### config.mk
export PLATFORM = sky130hd
export DESIGN_NAME = sixfk_fifo
export DESIGN_NICKNAME = d
export VERILOG_FILES = /design/src/sv/sixfk_pkg.sv /design/src/sv/sixfk_fifo.sv
export SDC_FILE = /design/constraint.sdc
export NUM_CORES = 1
export LEC_CHECK = 0
export BUFFER_PORTS_ARGS = -buffer_cell sky130_fd_sc_hd__buf_2
export CORE_MARGIN = 10
export CORE_UTILIZATION = 61
export DETAILED_ROUTE_END_ITERATION = 10
export GPL_ROUTABILITY_DRIVEN = 0
export PLACE_DENSITY_LB_ADDON = 0.1
export SETUP_SLACK_MARGIN = 0.02
export SLEW_MARGIN = 20
export SYNTH_ARGS = -nofsm -noshare
export SYNTH_HDL_FRONTEND = slang
export SYNTH_SLANG_ARGS = --single-unit
export TNS_END_PERCENT = 10
### constraint.sdc
create_clock -name clk -period 4.5 [get_ports clk]
set_input_delay 0.225 -clock clk [delete_from_list [all_inputs] [get_ports clk]]
set_output_delay 0.225 -clock clk [all_outputs]
set_load 0.05 [all_outputs]
### src/sv/sixfk_pkg.sv
// Shared constants and tables for the six-axis forward kinematics block.
package sixfk_pkg;

  localparam int FRAC_BITS_DEF  = 16;
  localparam int ANGLE_BITS_DEF = 16;

  localparam int WORK_BITS    = 30;
  localparam int CORDIC_STEPS = 30;
  localparam int CORDIC_W     = 34;
  localparam int ROT_W        = 32;
  localparam int PHASE_W      = 32;
  localparam int LANE_W       = PHASE_W + 1;
  localparam int JOINTS       = 6;

  localparam logic signed [CORDIC_W-1:0] CORDIC_GAIN = 34'sd652032874;

  localparam int QUEUE_DEPTH = 4;

  localparam int LINK_ONE_MILLI   = 491;
  localparam int LINK_TWO_MILLI   = 450;
  localparam int LINK_THREE_MILLI = 450;
  localparam int LINK_FOUR_MILLI  = 84;

  localparam int CFG_INDEX_W = 3;

  typedef enum logic [CFG_INDEX_W-1:0] {
    REG_LINK_ONE   = 3'd0,
    REG_LINK_TWO   = 3'd1,
    REG_LINK_THREE = 3'd2,
    REG_LINK_FOUR  = 3'd3
  } cfg_reg_t;

  localparam logic [31:0] ATAN_TABLE [CORDIC_STEPS] = '{
    32'h20000000, 32'h12E4051E, 32'h09FB385B, 32'h051111D4, 32'h028B0D43, 32'h0145D7E1,
    32'h00A2F61E, 32'h00517C55, 32'h0028BE53, 32'h00145F2F, 32'h000A2F98, 32'h000517CC,
    32'h00028BE6, 32'h000145F3, 32'h0000A2FA, 32'h0000517D, 32'h000028BE, 32'h0000145F,
    32'h00000A30, 32'h00000518, 32'h0000028C, 32'h00000146, 32'h000000A3, 32'h00000051,
    32'h00000029, 32'h00000014, 32'h0000000A, 32'h00000005, 32'h00000003, 32'h00000001
  };

endpackage

### src/sv/sixfk_fifo.sv
// Short request queue between the input stage and the kinematics pipeline.
module sixfk_fifo import sixfk_pkg::*; #(
  parameter int DATA_W = LANE_W,
  parameter int DEPTH  = QUEUE_DEPTH,
  localparam int PTR_W = $clog2(DEPTH),
  localparam int CNT_W = $clog2(DEPTH + 1)
) (
  input  logic              clk,
  input  logic              rst,
  input  logic              push,
  input  logic [DATA_W-1:0] push_data,
  output logic              full,
  input  logic              pop,
  output logic              pop_valid,
  output logic [DATA_W-1:0] pop_data,
  output logic [CNT_W-1:0]  count
);

  logic [DATA_W-1:0] slots [DEPTH];
  logic [PTR_W-1:0]  wr_ptr;
  logic [PTR_W-1:0]  rd_ptr;

  assign full      = (count == CNT_W'(DEPTH));
  assign pop_valid = (count != '0);
  assign pop_data  = slots[rd_ptr];

  always_ff @(posedge clk) begin
    if (push) begin
      slots[wr_ptr] <= push_data;
    end
  end

  always_ff @(posedge clk) begin
    if (rst) begin
      wr_ptr <= '0;
      rd_ptr <= '0;
      count  <= '0;
    end else begin
      if (push) begin
        wr_ptr <= (wr_ptr == PTR_W'(DEPTH - 1)) ? '0 : wr_ptr + PTR_W'(1);
      end
      if (pop) begin
        rd_ptr <= (rd_ptr == PTR_W'(DEPTH - 1)) ? '0 : rd_ptr + PTR_W'(1);
      end
      case ({push, pop})
        2'b10:   count <= count + CNT_W'(1);
        2'b01:   count <= count - CNT_W'(1);
        default: count <= count;
      endcase
    end
  end

endmodule

==> flow_summary.yaml <==
cts:
  root_buffer: "clkbuf_8"
  htreeDepth: 4
  cts.sink_count: 141
  cts_tree: "yes"
  ctsResizeCount: 0
  cts_buffer_depth: 2
  worstSkewPairLatency_ps: 520
  cts_buffers: 17
  post_cts.repair.setup_buffers: 0
  cts.clk_slew.worst_paths_ps: 60
worst_setup_path:
  r2r_start: "wr_ptr[0]$_SDFFE_PP0P_"
  worstPathMaxFanout: 19
  cp.arrival_ps: 2530
  crit_type: "reg2out"
  reg2reg_depth: 2
  end_kind: "output pin"
  r2r-end: "slots[3][17]$_DFFE_PP_"
  rrSetupSlack_ps: 2800
  required_ps: 4280
  cp-start-kind: "register"
route:
  met2_length_um: 5267
  detail-route-antenna-nets: 0
  route.met3.wl_um: 638
  routed_wl_um: 10060
  wl_met1_um: 4073
  via_per_inst: 5.568
  drc: 0
  routedWlPerCell_um: 22.16
  drt-initial-drc-count: 212
  num_vias: 2528
  highest_layer: "met4"
  dr.pass1.iters: 4
power:
  intPower_w: 0.002524
  power-per-cell-area_mw_per_mm2: 503.9
  p_leak_nw: 2.361
  power_frac_seq_pct: 45.8
  swShare_pct: 24.37
  switchingPower_w: 0.0008132
  combPwrFrac_pct: 11.8
  finalPower_w: 0.003337
  clock_power_share_pct: 42.4
  irDropWorstVdd_mv: 0.3266
min_path:
  holdPathEnd: "wr_ptr[1]$_SDFFE_PP0P_"
  hold_class: "in2reg"
  worstHoldStart: "push"
  holdPathStages: 3
final_layout:
  final_nets: 381
  n_antenna_cell: 0
  syn_to_final_growth_pct: 26.17
  drive_gt1_share_pct: 40.69
  stdcell_count: 454
  fin_area_mm2: 0.006623
placement:
  placed_cells: 389
  portBuffers: 74
  dpl_cell_area_mm2: 0.005675
  dp_hpwl_um: 5649
synth:
  synth_seq_area_share_pct: 78.95
  yosys_warnings: 0
  syn_area_per_cell_um2: 24.19
  synth_nets: 261
  synthFlopType: "edfxtp_1"
  async_flop_share_pct: 0
  ys_ff_latch: 141
  synth_cell_type_count: 20
  netlist_top_cells_area: "edfxtp_1, mux4_2, dfxtp_1"
  synth_top_area_share_pct: 75.52
  synth_edf_count: 132
  syn-instance-count: 217
  syn_area_mm2: 0.005249
  yosysTopAreaCell: "edfxtp_1"
timing:
  worst_pin_slew_ps: 892.8
  finalCritPeriodShare_pct: 61.17
  fin_tns_setup_ps: 0
  finClkSkew_ps: 5.491
  finalMaxSlewViolations: 0
  rsz0062_at_grt: "no"
  setup_viol: 0
  finalCriticalPeriod_ps: 2753
  fmax_mhz: 363.3
  hold_viol: 0
  hold_slack_ps: 31.41
  relSlewSlack_pct: 40.48
floorplanning:
  start_util_pct: 63.24
  dieWidth_um: 112.8
  core_mm2: 0.008299
  die_area_mm2: 0.01271
  pin_count: 75
  rows: 33
  die_y_um: 112.8
grt:
  grt_pass1_wl_um: 15700
  antenna_found_initial: 0
  grt_usage_pct: 16.55
  gr-total-overflow: 0
  grt_start_max_net_pins: 34
  first_global_vias: 2806
outcome:
  status: "finished, final reports clean"
flow_run:
  cap_viol_max_count: 0
## cells by family after synthesis
logic type,count (synthesis),share of synthesized area (%)
adder cells (fa/ha/maj),7,1.812
buffers and inverters,12,2.002
multiplexers,36,14.95
AO/OA/AOI/OAI,4,0.3812
XOR/XNOR,2,0.3338
flip-flops,141,78.95
AND/OR/NAND/NOR,15,1.573
## worst max path at each step
stage                         endpoint  slack (ps)                   from  depth (start not counted)
final                     pop_data[20]        1750               register                          3
after global routing      pop_data[20]        1530               register                          3
after CTS                 pop_data[20]        1640               register                          3
after detailed placement  pop_data[20]        2210               register                          3
after global placement    pop_data[20]        2230               register                          3
after floorplan                   full        2400  count[2]$_SDFFE_PP0P_                          1
## synthesized netlist by cell type, types with 3 or more instances
master,instances
a21oi_1,3
and2_1,4
buf_12,3
buf_2,3
dfxtp_1,9
edfxtp_1,132
ha_1,6
inv_1,4
mux2i_1,3
mux4_1,3
mux4_2,30
nor2_1,6
nor3b_1,3
## timing repair
action | 4_1_cts | 5_1_grt
endpoints found under the setup margin | 0 | 0
hold buffers | 34 | 0
hold endpoints to repair | 138 | 0
## cells in the final DEF (no fill, tap or decap), drive strengths merged, types with 4 or more instances in the layout
cell / Yosys / final
inv: 4 / 6
dlygate4sd3: 0 / 34
and2: 4 / 4
clkbuf: 1 / 17
clkinv: 0 / 8
buf: 7 / 75
edfxtp: 132 / 132
bufinv: 0 / 4
dfxtp: 9 / 9
nor2: 6 / 6
mux4: 33 / 33
ha: 6 / 6
## through the flow
step	utilization, %	setup WS, ps
2_1_floorplan	-	2405
3_3_place_gp	68.39	2235
3_5_place_dp	68.39	2212
4_1_cts	79.80	1643
5_1_grt	79.80	1527
6_report	79.80	1747
## sequential cells by signal, summed over array words and instances (netlist names), named ones only
signal	cells
wr_ptr	2
count	3
slots	132
rd_ptr	2
## power groups by stage
stage               sequential (W)  combinational [W]  clock [W]
floorplan                  0.00155           0.000284          0
global placement           0.00155           0.000367          0
detailed placement         0.00156           0.000372          0
CTS                        0.00153           0.000398    0.00143
global route               0.00154           0.000415    0.00149
finish                     0.00153           0.000394    0.00141
## critical path: stages (launching register included)
cell,delay [ps]
dfxtp_2,750
buf_4,410
mux4_1,600
buf_2,230
## final cells by class
type | count | area, µm²
clock buffers | 17 | 414.1
clock inverters | 14 | 192.7
fillers | 426 | 1677
inverters | 4 | 15.01
multi-input cells | 64 | 1005
flip-flops and latches | 141 | 4146
well taps | 105 | 131.4
repair buffers | 109 | 718.2
## per-layer routing
metal  up-vias  GRT usage (%)
met5         -              0
met1      1283          19.89
met4         0          6.091
met3         7          6.392
li1       1146              -
met2        92          26.69
Power figures use the tool's default switching activity.
