**src/sv/sixfk_pkg.sv**
```systemverilog
// Shared constants and tables for the six-axis forward kinematics block.
package sixfk_pkg;

  localparam int FRAC_BITS_DEF  = 16;
  localparam int ANGLE_BITS_DEF = 16;

  localparam int WORK_BITS    = 30;
  localparam int CORDIC_STEPS = 30;
  localparam int CORDIC_W     = 34;
  localparam int ROT_W        = 32;
  localparam int PHASE_W      = 32;
  localparam int LANE_W       = PHASE_W + 1;
  localparam int JOINTS       = 6;

  localparam logic signed [CORDIC_W-1:0] CORDIC_GAIN = 34'sd652032874;

  localparam int QUEUE_DEPTH = 4;

  localparam int LINK_ONE_MILLI   = 491;
  localparam int LINK_TWO_MILLI   = 450;
  localparam int LINK_THREE_MILLI = 450;
  localparam int LINK_FOUR_MILLI  = 84;

  localparam int CFG_INDEX_W = 3;

  typedef enum logic [CFG_INDEX_W-1:0] {
    REG_LINK_ONE   = 3'd0,
    REG_LINK_TWO   = 3'd1,
    REG_LINK_THREE = 3'd2,
    REG_LINK_FOUR  = 3'd3
  } cfg_reg_t;

  localparam logic [31:0] ATAN_TABLE [CORDIC_STEPS] = '{
    32'h20000000, 32'h12E4051E, 32'h09FB385B, 32'h051111D4, 32'h028B0D43, 32'h0145D7E1,
    32'h00A2F61E, 32'h00517C55, 32'h0028BE53, 32'h00145F2F, 32'h000A2F98, 32'h000517CC,
    32'h00028BE6, 32'h000145F3, 32'h0000A2FA, 32'h0000517D, 32'h000028BE, 32'h0000145F,
    32'h00000A30, 32'h00000518, 32'h0000028C, 32'h00000146, 32'h000000A3, 32'h00000051,
    32'h00000029, 32'h00000014, 32'h0000000A, 32'h00000005, 32'h00000003, 32'h00000001
  };

endpackage

```
**src/sv/sixfk_front.sv**
```systemverilog
// Input stage: takes a pose request and folds each joint angle into the CORDIC range.
module sixfk_front import sixfk_pkg::*; #(
  parameter int ANGLE_BITS = ANGLE_BITS_DEF
) (
  input  logic                              clk,
  input  logic                              rst,
  input  logic                              in_valid,
  output logic                              in_stall,
  input  logic signed [ANGLE_BITS-1:0]      angle_joint_one,
  input  logic signed [ANGLE_BITS-1:0]      angle_joint_two,
  input  logic signed [ANGLE_BITS-1:0]      angle_joint_three,
  input  logic signed [ANGLE_BITS-1:0]      angle_joint_four,
  input  logic signed [ANGLE_BITS-1:0]      angle_joint_five,
  input  logic signed [ANGLE_BITS-1:0]      angle_joint_six,
  output logic                              push,
  input  logic                              queue_full,
  output logic [JOINTS*LANE_W-1:0]          push_data
);

  logic [ANGLE_BITS-1:0]     angles [JOINTS];
  logic [JOINTS*LANE_W-1:0]  lanes;
  logic                      held;
  logic [JOINTS*LANE_W-1:0]  held_data;

  // A phase in the left half plane is turned by half a turn; the flag
  // tells the back end to negate sine and cosine.
  function automatic logic [LANE_W-1:0] classify(input logic [ANGLE_BITS-1:0] ang);
    logic [PHASE_W-1:0] ph;
    logic [PHASE_W-1:0] probe;
    logic               flip;
    ph    = {ang, {(PHASE_W-ANGLE_BITS){1'b0}}};
    probe = ph + 32'h4000_0000;
    flip  = probe[PHASE_W-1];
    return {flip, ph ^ {flip, {(PHASE_W-1){1'b0}}}};
  endfunction

  assign angles[0] = angle_joint_one;
  assign angles[1] = angle_joint_two;
  assign angles[2] = angle_joint_three;
  assign angles[3] = angle_joint_four;
  assign angles[4] = angle_joint_five;
  assign angles[5] = angle_joint_six;

  always_comb begin
    for (int j = 0; j < JOINTS; j++) begin
      lanes[j*LANE_W +: LANE_W] = classify(angles[j]);
    end
  end

  assign in_stall  = held && queue_full;
  assign push      = held && !queue_full;
  assign push_data = held_data;

  always_ff @(posedge clk) begin
    if (rst) begin
      held <= 1'b0;
    end else if (in_valid && !in_stall) begin
      held <= 1'b1;
    end else if (push) begin
      held <= 1'b0;
    end
  end

  always_ff @(posedge clk) begin
    if (in_valid && !in_stall) begin
      held_data <= lanes;
    end
  end

endmodule

```
**config.mk**
```make
export PLATFORM = sky130hd
export DESIGN_NAME = sixfk_front
export DESIGN_NICKNAME = d
export VERILOG_FILES = /design/src/sv/sixfk_pkg.sv /design/src/sv/sixfk_front.sv
export SDC_FILE = /design/constraint.sdc
export NUM_CORES = 1
export LEC_CHECK = 0
export BUFFER_PORTS_ARGS = -buffer_cell sky130_fd_sc_hd__buf_2
export CAP_MARGIN = 20
export CORE_AREA = 2 2 116 118
export CTS_BUF_LIST = sky130_fd_sc_hd__clkbuf_8
export DETAILED_ROUTE_END_ITERATION = 8
export DIE_AREA = 0 0 118 120
export PLACE_DENSITY = 0.66
export SETUP_SLACK_MARGIN = 0.3
export SLEW_MARGIN = 10
export SYNTH_ARGS = -nofsm -noshare
export SYNTH_HDL_FRONTEND = slang
export SYNTH_SLANG_ARGS = --single-unit
```
**constraint.sdc**
```tcl
create_clock -name clk -period 3.61 [get_ports clk]
set_clock_uncertainty 0.2 [all_clocks]
set_input_delay 0.5415 -clock clk [delete_from_list [all_inputs] [get_ports clk]]
set_output_delay 0.5415 -clock clk [all_outputs]
set_load 0.05 [all_outputs]
```
==> flow_summary.toml, run 1 <==
[outcome]
outcome = "complete, no violations"

[sta]
hold_slack_ns = 0.140
drv_slew = 0
finalSetupViolations = 0
fin_setup_tns_ns = 0
hold_viol = 0
rsz0062_at_grt = "no"
max_clock_freq_ghz = 0.523
min_period_over_period_pct = 52.9
relSlewSlack_pct = 63.3
worst_pin_slew_ns = 0.551
layout_min_cycle_time_ns = 1.91

[critical_path]
start_kind = "flop"
critPathMaxFanout = 3
path_depth = 2
cp_data_arrival_time_ns = 1.17
cpMaxStageDelayCell = "dfxtp_1"
required_ns = 2.87
cp.buffers_inverters = 1
worstSetupPathType = "flop to output pin"
cp_cell_sequence = "and2_4 -> buf_2"
slowest_delay_ns = 0.38
cp-end-kind = "output pin"
worstRegToRegCells = 3
path_delay_family = "flip-flops"

[yosys]
synth_edf_count = 102
yosys.area.top_type = "edfxtp_1"
async_flop_share_pct = 0
synth_warnings = 0
synth_commonest_cells = "edfxtp_1, buf_4, clkbuf_1, xor2_1"
yosysMostFrequentCell = "edfxtp_1"
synth-seq-area-share_pct = 78.7
synth_top_area_share_pct = 78.2
synth_ff_type = "edfxtp_1"
synth_area_um2 = 3920
ys_ff_latch = 103
synthCells = 217
synthDistinctLibCells = 11
syn_avg_cell_area_um2 = 18.1
synth_top_cells_by_area = "edfxtp_1, buf_4, xor2_1"

[power]
ir_worst_vdd_uv = 186
p_total_uw = 2720
pwr-share-comb_pct = 23.1
p_per_area_nw_per_um2 = 546
p_int_uw = 1800
switchingPower_uw = 914
seqPwrFrac_pct = 52.2
power_frac_clock_pct = 24.7
swShare_pct = 33.7
leakagePower_uw = 0.00227

[grt]
antenna_found_initial = 3
grt_overflow = 0
grt_usage_pct = 11.1
grt_pass1_wl_um = 11200
grt_max_degree = 103
grt_pass1_vias = 1926

[worst_hold_path]
hold_depth = 2
hold_class = "primary input to flop"

[clocking]
post_cts_resized = 0
cts.sink_count = 103
cts-htree-levels = 3
cts.clk_slew.worst_paths_ns = 0.09
holdBufCountCts = 0
post_cts_buffers = 0
max-clock-path-buffers = 2
cts_tree = "done"
clock_latency_ns = 0.36
cts_inserted_buffers = 9
root_buffer = "clkbuf_8"

[layout]
n_fill_cell = 1241
stdcell_count = 606
multi_input_comb_area_um2 = 453
syn2layout_area_growth_pct = 27.0
ff_latch_area_um2 = 3080
fin_util_pct = 38.3
drive_above_1_share_pct = 51.2
num_antenna_cells = 0
nets = 525

[routing]
ant_nets = 0
drc = 0
avgViaCountPerCell = 3.59
initialDrtViolationCount = 193
vias = 2178
avgRoutedWirePerCell_um = 14.0
routed_wl_um = 8460
drtPass1Iterations = 4

[floorplanning]
fp.coreArea_um2 = 13000
fp.dieW_um = 118
ios = 300
dieArea_um2 = 14200
chipHeight_um = 120
num_rows = 42
initial_core_util_pct = 30.2

[placement]
hpwl_um = 6640
gp_congestion = 0.787
place_inst = 590
io_buffers = 203

[job]
cap_violations = 0
## final timing paths
kind         from       endpoint  slack, ns
max          held       in_stall       1.70
min           rst           held       0.14
max reg2reg  held  push_data[30]       1.93
min reg2reg  held           held       0.36
## state kept, by name, summed over array words and instances, names as in the netlist
| name | flops |
|---|---|
| held | 1 |
| push_data | 102 |
## area by class of cell
type,instances,area share [%]
Sequential cell,103,62.0
Timing Repair Buffer,204,20.8
Clock buffer,9,2.49
Tap cell,176,4.43
Multi-Input combinational cell,107,9.10
Clock inverter,7,1.21
## layer usage
metal | up-vias | global-route usage [%] | part of all wire, %
met4 | 6 | 6.78 | 2.1
li1 | 976 | - | -
met3 | 17 | 4.61 | 12
met1 | 1016 | 10.3 | 31
met2 | 163 | 20.3 | 54
met5 | - | 0 | 0.40
## power groups by stage
stage | Clock (uW) | Sequential, uW | Combinational, uW
after detailed placement | 0 | 1440 | 630
after floorplan | 0 | 1690 | 331
after CTS | 699 | 1420 | 631
final | 671 | 1420 | 628
after global routing | 742 | 1420 | 647
after global placement | 0 | 1440 | 624
## through the flow
step	setup WS [ns]	instance area, um2
2_1_floorplan	0.697	4280
3_3_place_gp	1.66	4790
3_5_place_dp	1.63	4790
4_1_cts	1.67	4980
5_1_grt	1.65	4980
6_report	1.70	4980
## cell usage in the layout (no fill, tap or decap)
cell       netlist  layout
edfxtp_1       102     102
nor2b_4          0       1
and2_4           1       1
nor2_1           1       1
xor2_1           6       6
and2b_2          1       1
conb_1           1      96
bufinv_16        0       1
clkinv_4         0       1
clkbuf_8         0       9
a21oi_1          1       1
dfxtp_1          1       1
inv_1            0       3
buf_12           0       1
clkinv_2         0       2
buf_2            0     203
## cells by family after synthesis
logic type / share of synthesized area, %
AOI/OAI and AO/OA: 0.128
DFF: 78.7
xor gates and xnor gates: 1.34
other: 0.0957
and+or+nand+nor: 0.767
buffers and inverters: 19.0
## worst register-to-register path, cell delays in order, from the launching register on
cell and delay [ns]:
dfxtp_1 0.34, and2_4 0.15, nor2b_4 0.12, buf_12 0.41
Note: power is estimated with default switching activity, not from simulation.
==> run 2: changes to the inputs <==
==> constraint.sdc (replaced) <==
create_clock -name clk -period 1.7 [get_ports clk]
set_clock_uncertainty 0.2 [all_clocks]
set_input_delay 0.255 -clock clk [delete_from_list [all_inputs] [get_ports clk]]
set_output_delay 0.255 -clock clk [all_outputs]
set_load 0.05 [all_outputs]
==> run 2 against run 1 <==
  * The run now ends with negative hold slack left
  * Design area grew 37%
  * Power grew 140%
  * Register-to-register slack lost 1.7 ns
  * Setup slack lost 1.5 ns
  * Clock-buffer cell count is the same
  * Critical endpoint is now push
  * Largest cell class unchanged
  * Highest routed layer is now met4
==> flow_summary.toml, run 2 (synthesis gave the netlist of run 1 again) <==
[floorplanning]
fp.coreArea_um2 = 13000
chipHeight_um = 120
fp.dieW_um = 118
ios = 300
num_rows = 42
initial_core_util_pct = 30.2
dieArea_um2 = 14200

[layout]
n_fill_cell = 955
final_cell_mix = "buf_6, edfxtp_1, buf_2"
final_area_um2 = 6830
num_antenna_cells = 0
stdcell_count = 715
fin_util_pct = 52.6
nets = 634
layout_commonest_cell = "buf_6"
syn2layout_area_growth_pct = 74.3
largest_reg_flops = 102
drive_above_1_share_pct = 43.8

[sta]
layout_min_cycle_time_ns = 1.49
rsz0062_at_grt = "yes"
max_clock_freq_ghz = 0.670
drv_slew = 0
finalSetupViolations = 0
min_period_over_period_pct = 87.8
hold_slack_ns = -0.0155
hold_viol = 1

[critical_path]
r2r_start = "held"
required_ns = 1.24
r2r-end = "push_data[126]"
rrSetupSlack_ns = 0.22
worstSetupPathType = "flop to output pin"
cp-end-kind = "output pin"
cp_data_arrival_time_ns = 1.04
worstRegToRegCells = 4
critPathMaxFanout = 3
start_kind = "flop"

[power]
pwr-share-comb_pct = 27.5
seqPwrFrac_pct = 46.8
switchingPower_uw = 2180
p_per_area_nw_per_um2 = 959
ir_worst_vdd_uv = 478
p_total_uw = 6550
power_frac_clock_pct = 25.7
leakagePower_uw = 0.00300
p_int_uw = 4370
swShare_pct = 33.2

[clocking]
cts.sink_count = 103
cts-htree-levels = 3
max-clock-path-buffers = 2
cts.clk_slew.worst_paths_ns = 0.10
cts_inserted_buffers = 9
cts_tree = "done"
clock_latency_ns = 0.36
root_buffer = "clkbuf_8"

[routing]
initialDrtViolationCount = 201
drtPass1Iterations = 4
avgRoutedWirePerCell_um = 18.3
drc = 0
routed_wl_um = 13100
avgViaCountPerCell = 3.98
ant_nets = 0
vias = 2844

[worst_hold_path]
hold_class = "primary input to flop"
hold_end = "held"
hold_depth = 3
min_from = "queue_full"

[grt]
grt_overflow = 0
grt_max_degree = 27
grt_usage_pct = 15.8
antenna_found_initial = 0
grt_pass1_vias = 2651
grt_pass1_wl_um = 16400

[placement]
io_buffers = 203
dpl-instance-area_um2 = 4870
gp_congestion = 0.797
hpwl_um = 6840
place_inst = 597

[job]
cap_violations = 0

[outcome]
outcome = "complete, but fails checks"
violations = "negative hold slack"
[run 2: power groups by stage]
stage	registers [uW]	logic [uW]	clock network, uW
after floorplan	3590	703	0
after global placement	3060	1360	0
after detailed placement	3070	1370	0
after CTS	3040	1690	1680
after global routing	3070	1850	1800
final	3060	1800	1690
[run 2: worst max-delay path: stages (launching register included)]
cell	delay (ns)
dfxtp_2	0.34
and2b_2	0.19
buf_6	0.15
[run 2: worst max-delay path by stage]
| stage | start | endpoint | cells after the start |
|---|---|---|---|
| 6_report | held | push | 2 |
| 5_1_grt | held | push | 2 |
| 4_1_cts | held | push_data[92] | 4 |
| 3_5_place_dp | queue_full | push_data[157] | 5 |
| 3_3_place_gp | queue_full | push_data[20] | 5 |
| 2_1_floorplan | held | push_data[115] | 2 |
[run 2: cell type report]
| class | count | area [um2] | share of cell area, % |
|---|---|---|---|
| tap | 176 | 220 | 3.23 |
| timing repair buffer | 313 | 2850 | 41.8 |
| clock inverter | 7 | 93.8 | 1.37 |
| clock buffer | 9 | 124 | 1.81 |
| multi-input combinational | 107 | 453 | 6.63 |
| sequential | 103 | 3080 | 45.2 |
[run 2: repair_timing]
| action | in CTS | in global routing |
|---|---|---|
| gates resized for setup | 180 | 36 |
| endpoints found under the hold margin | 101 | 1 |
| hold buffers | 96 | 1 |
| gates cloned | 0 | 3 |
| setup endpoints to repair | 186 | 188 |
| buffers inserted | 0 | 3 |
[run 2: per-layer routing]
metal	track usage, %	up-vias	routed length [um]
met5	0	-	0
met4	6.63	0	463
li1	-	1200	-
met3	5.75	33	1240
met2	27.9	235	6980
met1	17.2	1376	4430
[run 2: stage by stage]
stage	worst slack (ns)	setup TNS [ns]
floorplan	-0.956	-97.51
global placement	0.129	0
detailed placement	0.114	0
CTS	0.173	0
global route	0.171	0
finish	0.207	0
==> run 3: changes to the inputs <==
--- a/config.mk
+++ b/config.mk
@@ -12,6 +12,7 @@
 export DETAILED_ROUTE_END_ITERATION = 8
 export DIE_AREA = 0 0 118 120
 export PLACE_DENSITY = 0.66
+export RECOVER_POWER = 100
 export SETUP_SLACK_MARGIN = 0.3
 export SLEW_MARGIN = 10
 export SYNTH_ARGS = -nofsm -noshare
==> run 3 against run 2 <==
  * The flow still finishes with violations (negative hold slack)
  * Fmax shrank 4.2%
  * Hold slack lost 0.0013 ns
  * Utilization fell by 5.4 points
  * Sequential power hardly changed
  * Via count rose by 0.49%
  * Clock power about the same
  * Power shrank 3.1%
  * Final cell count stayed put
  * Routed wire length is 0.69% higher
  * Register-to-register slack worse by 0.08 ns
  * Combinational power is 11% lower
  * Critical path type is now flop to flop
  * Largest cell class unchanged
==> flow_summary.toml, run 3 (synthesis gave the netlist of run 1 again) <==
[outcome]
outcome = "complete, but fails checks"
violations = "negative hold slack"

[clocking]
cts_inserted_buffers = 9
clock_latency_ns = 0.36
cts.sink_count = 103
cts-htree-levels = 3
cts.clk_slew.worst_paths_ns = 0.10
max-clock-path-buffers = 2
cts_tree = "done"
root_buffer = "clkbuf_8"

[floorplanning]
fp.dieW_um = 118
ios = 300
chipHeight_um = 120
initial_core_util_pct = 30.2
dieArea_um2 = 14200
num_rows = 42
fp.coreArea_um2 = 13000

[grt]
grt_pass1_wl_um = 16400
grt_usage_pct = 15.8
grt_overflow = 0
grt_max_degree = 27
antenna_found_initial = 0
grt_pass1_vias = 2651

[sta]
max_clock_freq_ghz = 0.642
rsz0062_at_grt = "yes"
finalSetupViolations = 0
hold_slack_ns = -0.0168
layout_min_cycle_time_ns = 1.56
min_period_over_period_pct = 91.6
hold_viol = 1
drv_slew = 0

[placement]
gp_congestion = 0.797
place_inst = 597
hpwl_um = 6840
io_buffers = 203

[layout]
layout_commonest_cell = "clkbuf_2"
nets = 634
final_cell_mix = "clkbuf_2, edfxtp_1, conb_1, dlygate4sd3_1, buf_2"
largest_reg_flops = 102
stdcell_count = 715
num_antenna_cells = 0
fin_util_pct = 47.2
drive_above_1_share_pct = 38.4
multi_input_comb_area_um2 = 453
ff_latch_area_um2 = 3080
syn2layout_area_growth_pct = 56.4
n_fill_cell = 1159

[routing]
initialDrtViolationCount = 224
vias = 2858
drc = 0
avgViaCountPerCell = 4.00
routed_wl_um = 13200
avgRoutedWirePerCell_um = 18.5
ant_nets = 0
drtPass1Iterations = 4

[power]
p_total_uw = 6340
p_per_area_nw_per_um2 = 1030
ir_worst_vdd_uv = 477
p_int_uw = 4180
leakagePower_uw = 0.00272
seqPwrFrac_pct = 47.8
pwr-share-comb_pct = 25.4
power_frac_clock_pct = 26.8
swShare_pct = 34.1
switchingPower_uw = 2160

[critical_path]
cp-end-kind = "flop"
start_kind = "flop"
required_ns = 1.56
cp_data_arrival_time_ns = 1.42
worstSetupPathType = "flop to flop"
critPathMaxFanout = 12

[job]
cap_violations = 0

[worst_hold_path]
hold_class = "primary input to flop"
[run 3: changes by cell type in the layout (fill, tap and decap cells not counted)]
cell / before / now
dfxtp_2: 1 / 0
dfxtp_1: 0 / 1
clkbuf_4: 0 / 2
buf_6: 106 / 4
clkbuf_1: 0 / 28
buf_4: 5 / 1
clkbuf_16: 3 / 2
clkbuf_2: 0 / 105
buf_2: 99 / 71
[run 3: critical path: stages, from the launching register on]
cell      delay, ns
dfxtp_1        0.34
and2_4         0.16
nor2b_4        0.13
buf_12         0.18
clkbuf_1       0.22
[run 3: routing by layer]
layer	vias up	track usage [%]	wire, um
met5	-	0	0
li1	1197	-	-
met2	232	27.9	7030
met4	0	6.63	416
met3	32	5.75	1240
met1	1397	17.2	4520
[run 3: metrics by stage]
stage | area (um2) | hold WS [ns] | setup TNS [ns] | worst slack [ns]
2_1_floorplan | 4280 | 0.127 | -97.51 | -0.956
3_3_place_gp | 4870 | 0.214 | 0 | 0.129
3_5_place_dp | 4870 | 0.221 | 0 | 0.114
4_1_cts | 6590 | 0.00393 | 0 | 0.173
5_1_grt | 6130 | 0.0150 | 0 | 0.112
6_report | 6130 | -0.0168 | 0 | 0.142
[run 3: area by class of cell]
cell class	count	share of cell area (%)
Timing Repair Buffer	313	35.2
Sequential cell	103	50.3
Clock inverter	7	1.53
Tap cell	176	3.59
Clock buffer	9	2.02
Multi-Input combinational cell	107	7.39
[run 3: power groups by stage]
stage | clock (uW) | sequential [uW] | combinational [uW]
finish | 1700 | 3030 | 1610
global route | 1800 | 3040 | 1660
CTS | 1680 | 3040 | 1690
detailed placement | 0 | 3070 | 1370
global placement | 0 | 3060 | 1360
floorplan | 0 | 3590 | 703
[run 3: path summary, 6_finish.rpt]
path                                  from             to  slack (ns)  depth (start not counted)
worst min-delay path            queue_full           held       -0.02                          3
worst min register to register        held           held        0.35                          2
worst max-delay path                  held  push_data[87]        0.14                          4
worst max register to register        held  push_data[87]        0.14                          4
[run 3: timing repair]
action | CTS | global route
hold endpoints to repair | 101 | 1
setup buffers | 0 | 3
gates resized for setup | 180 | 36
setup endpoints to repair | 186 | 188
hold buffers | 96 | 1
cloned | 0 | 3
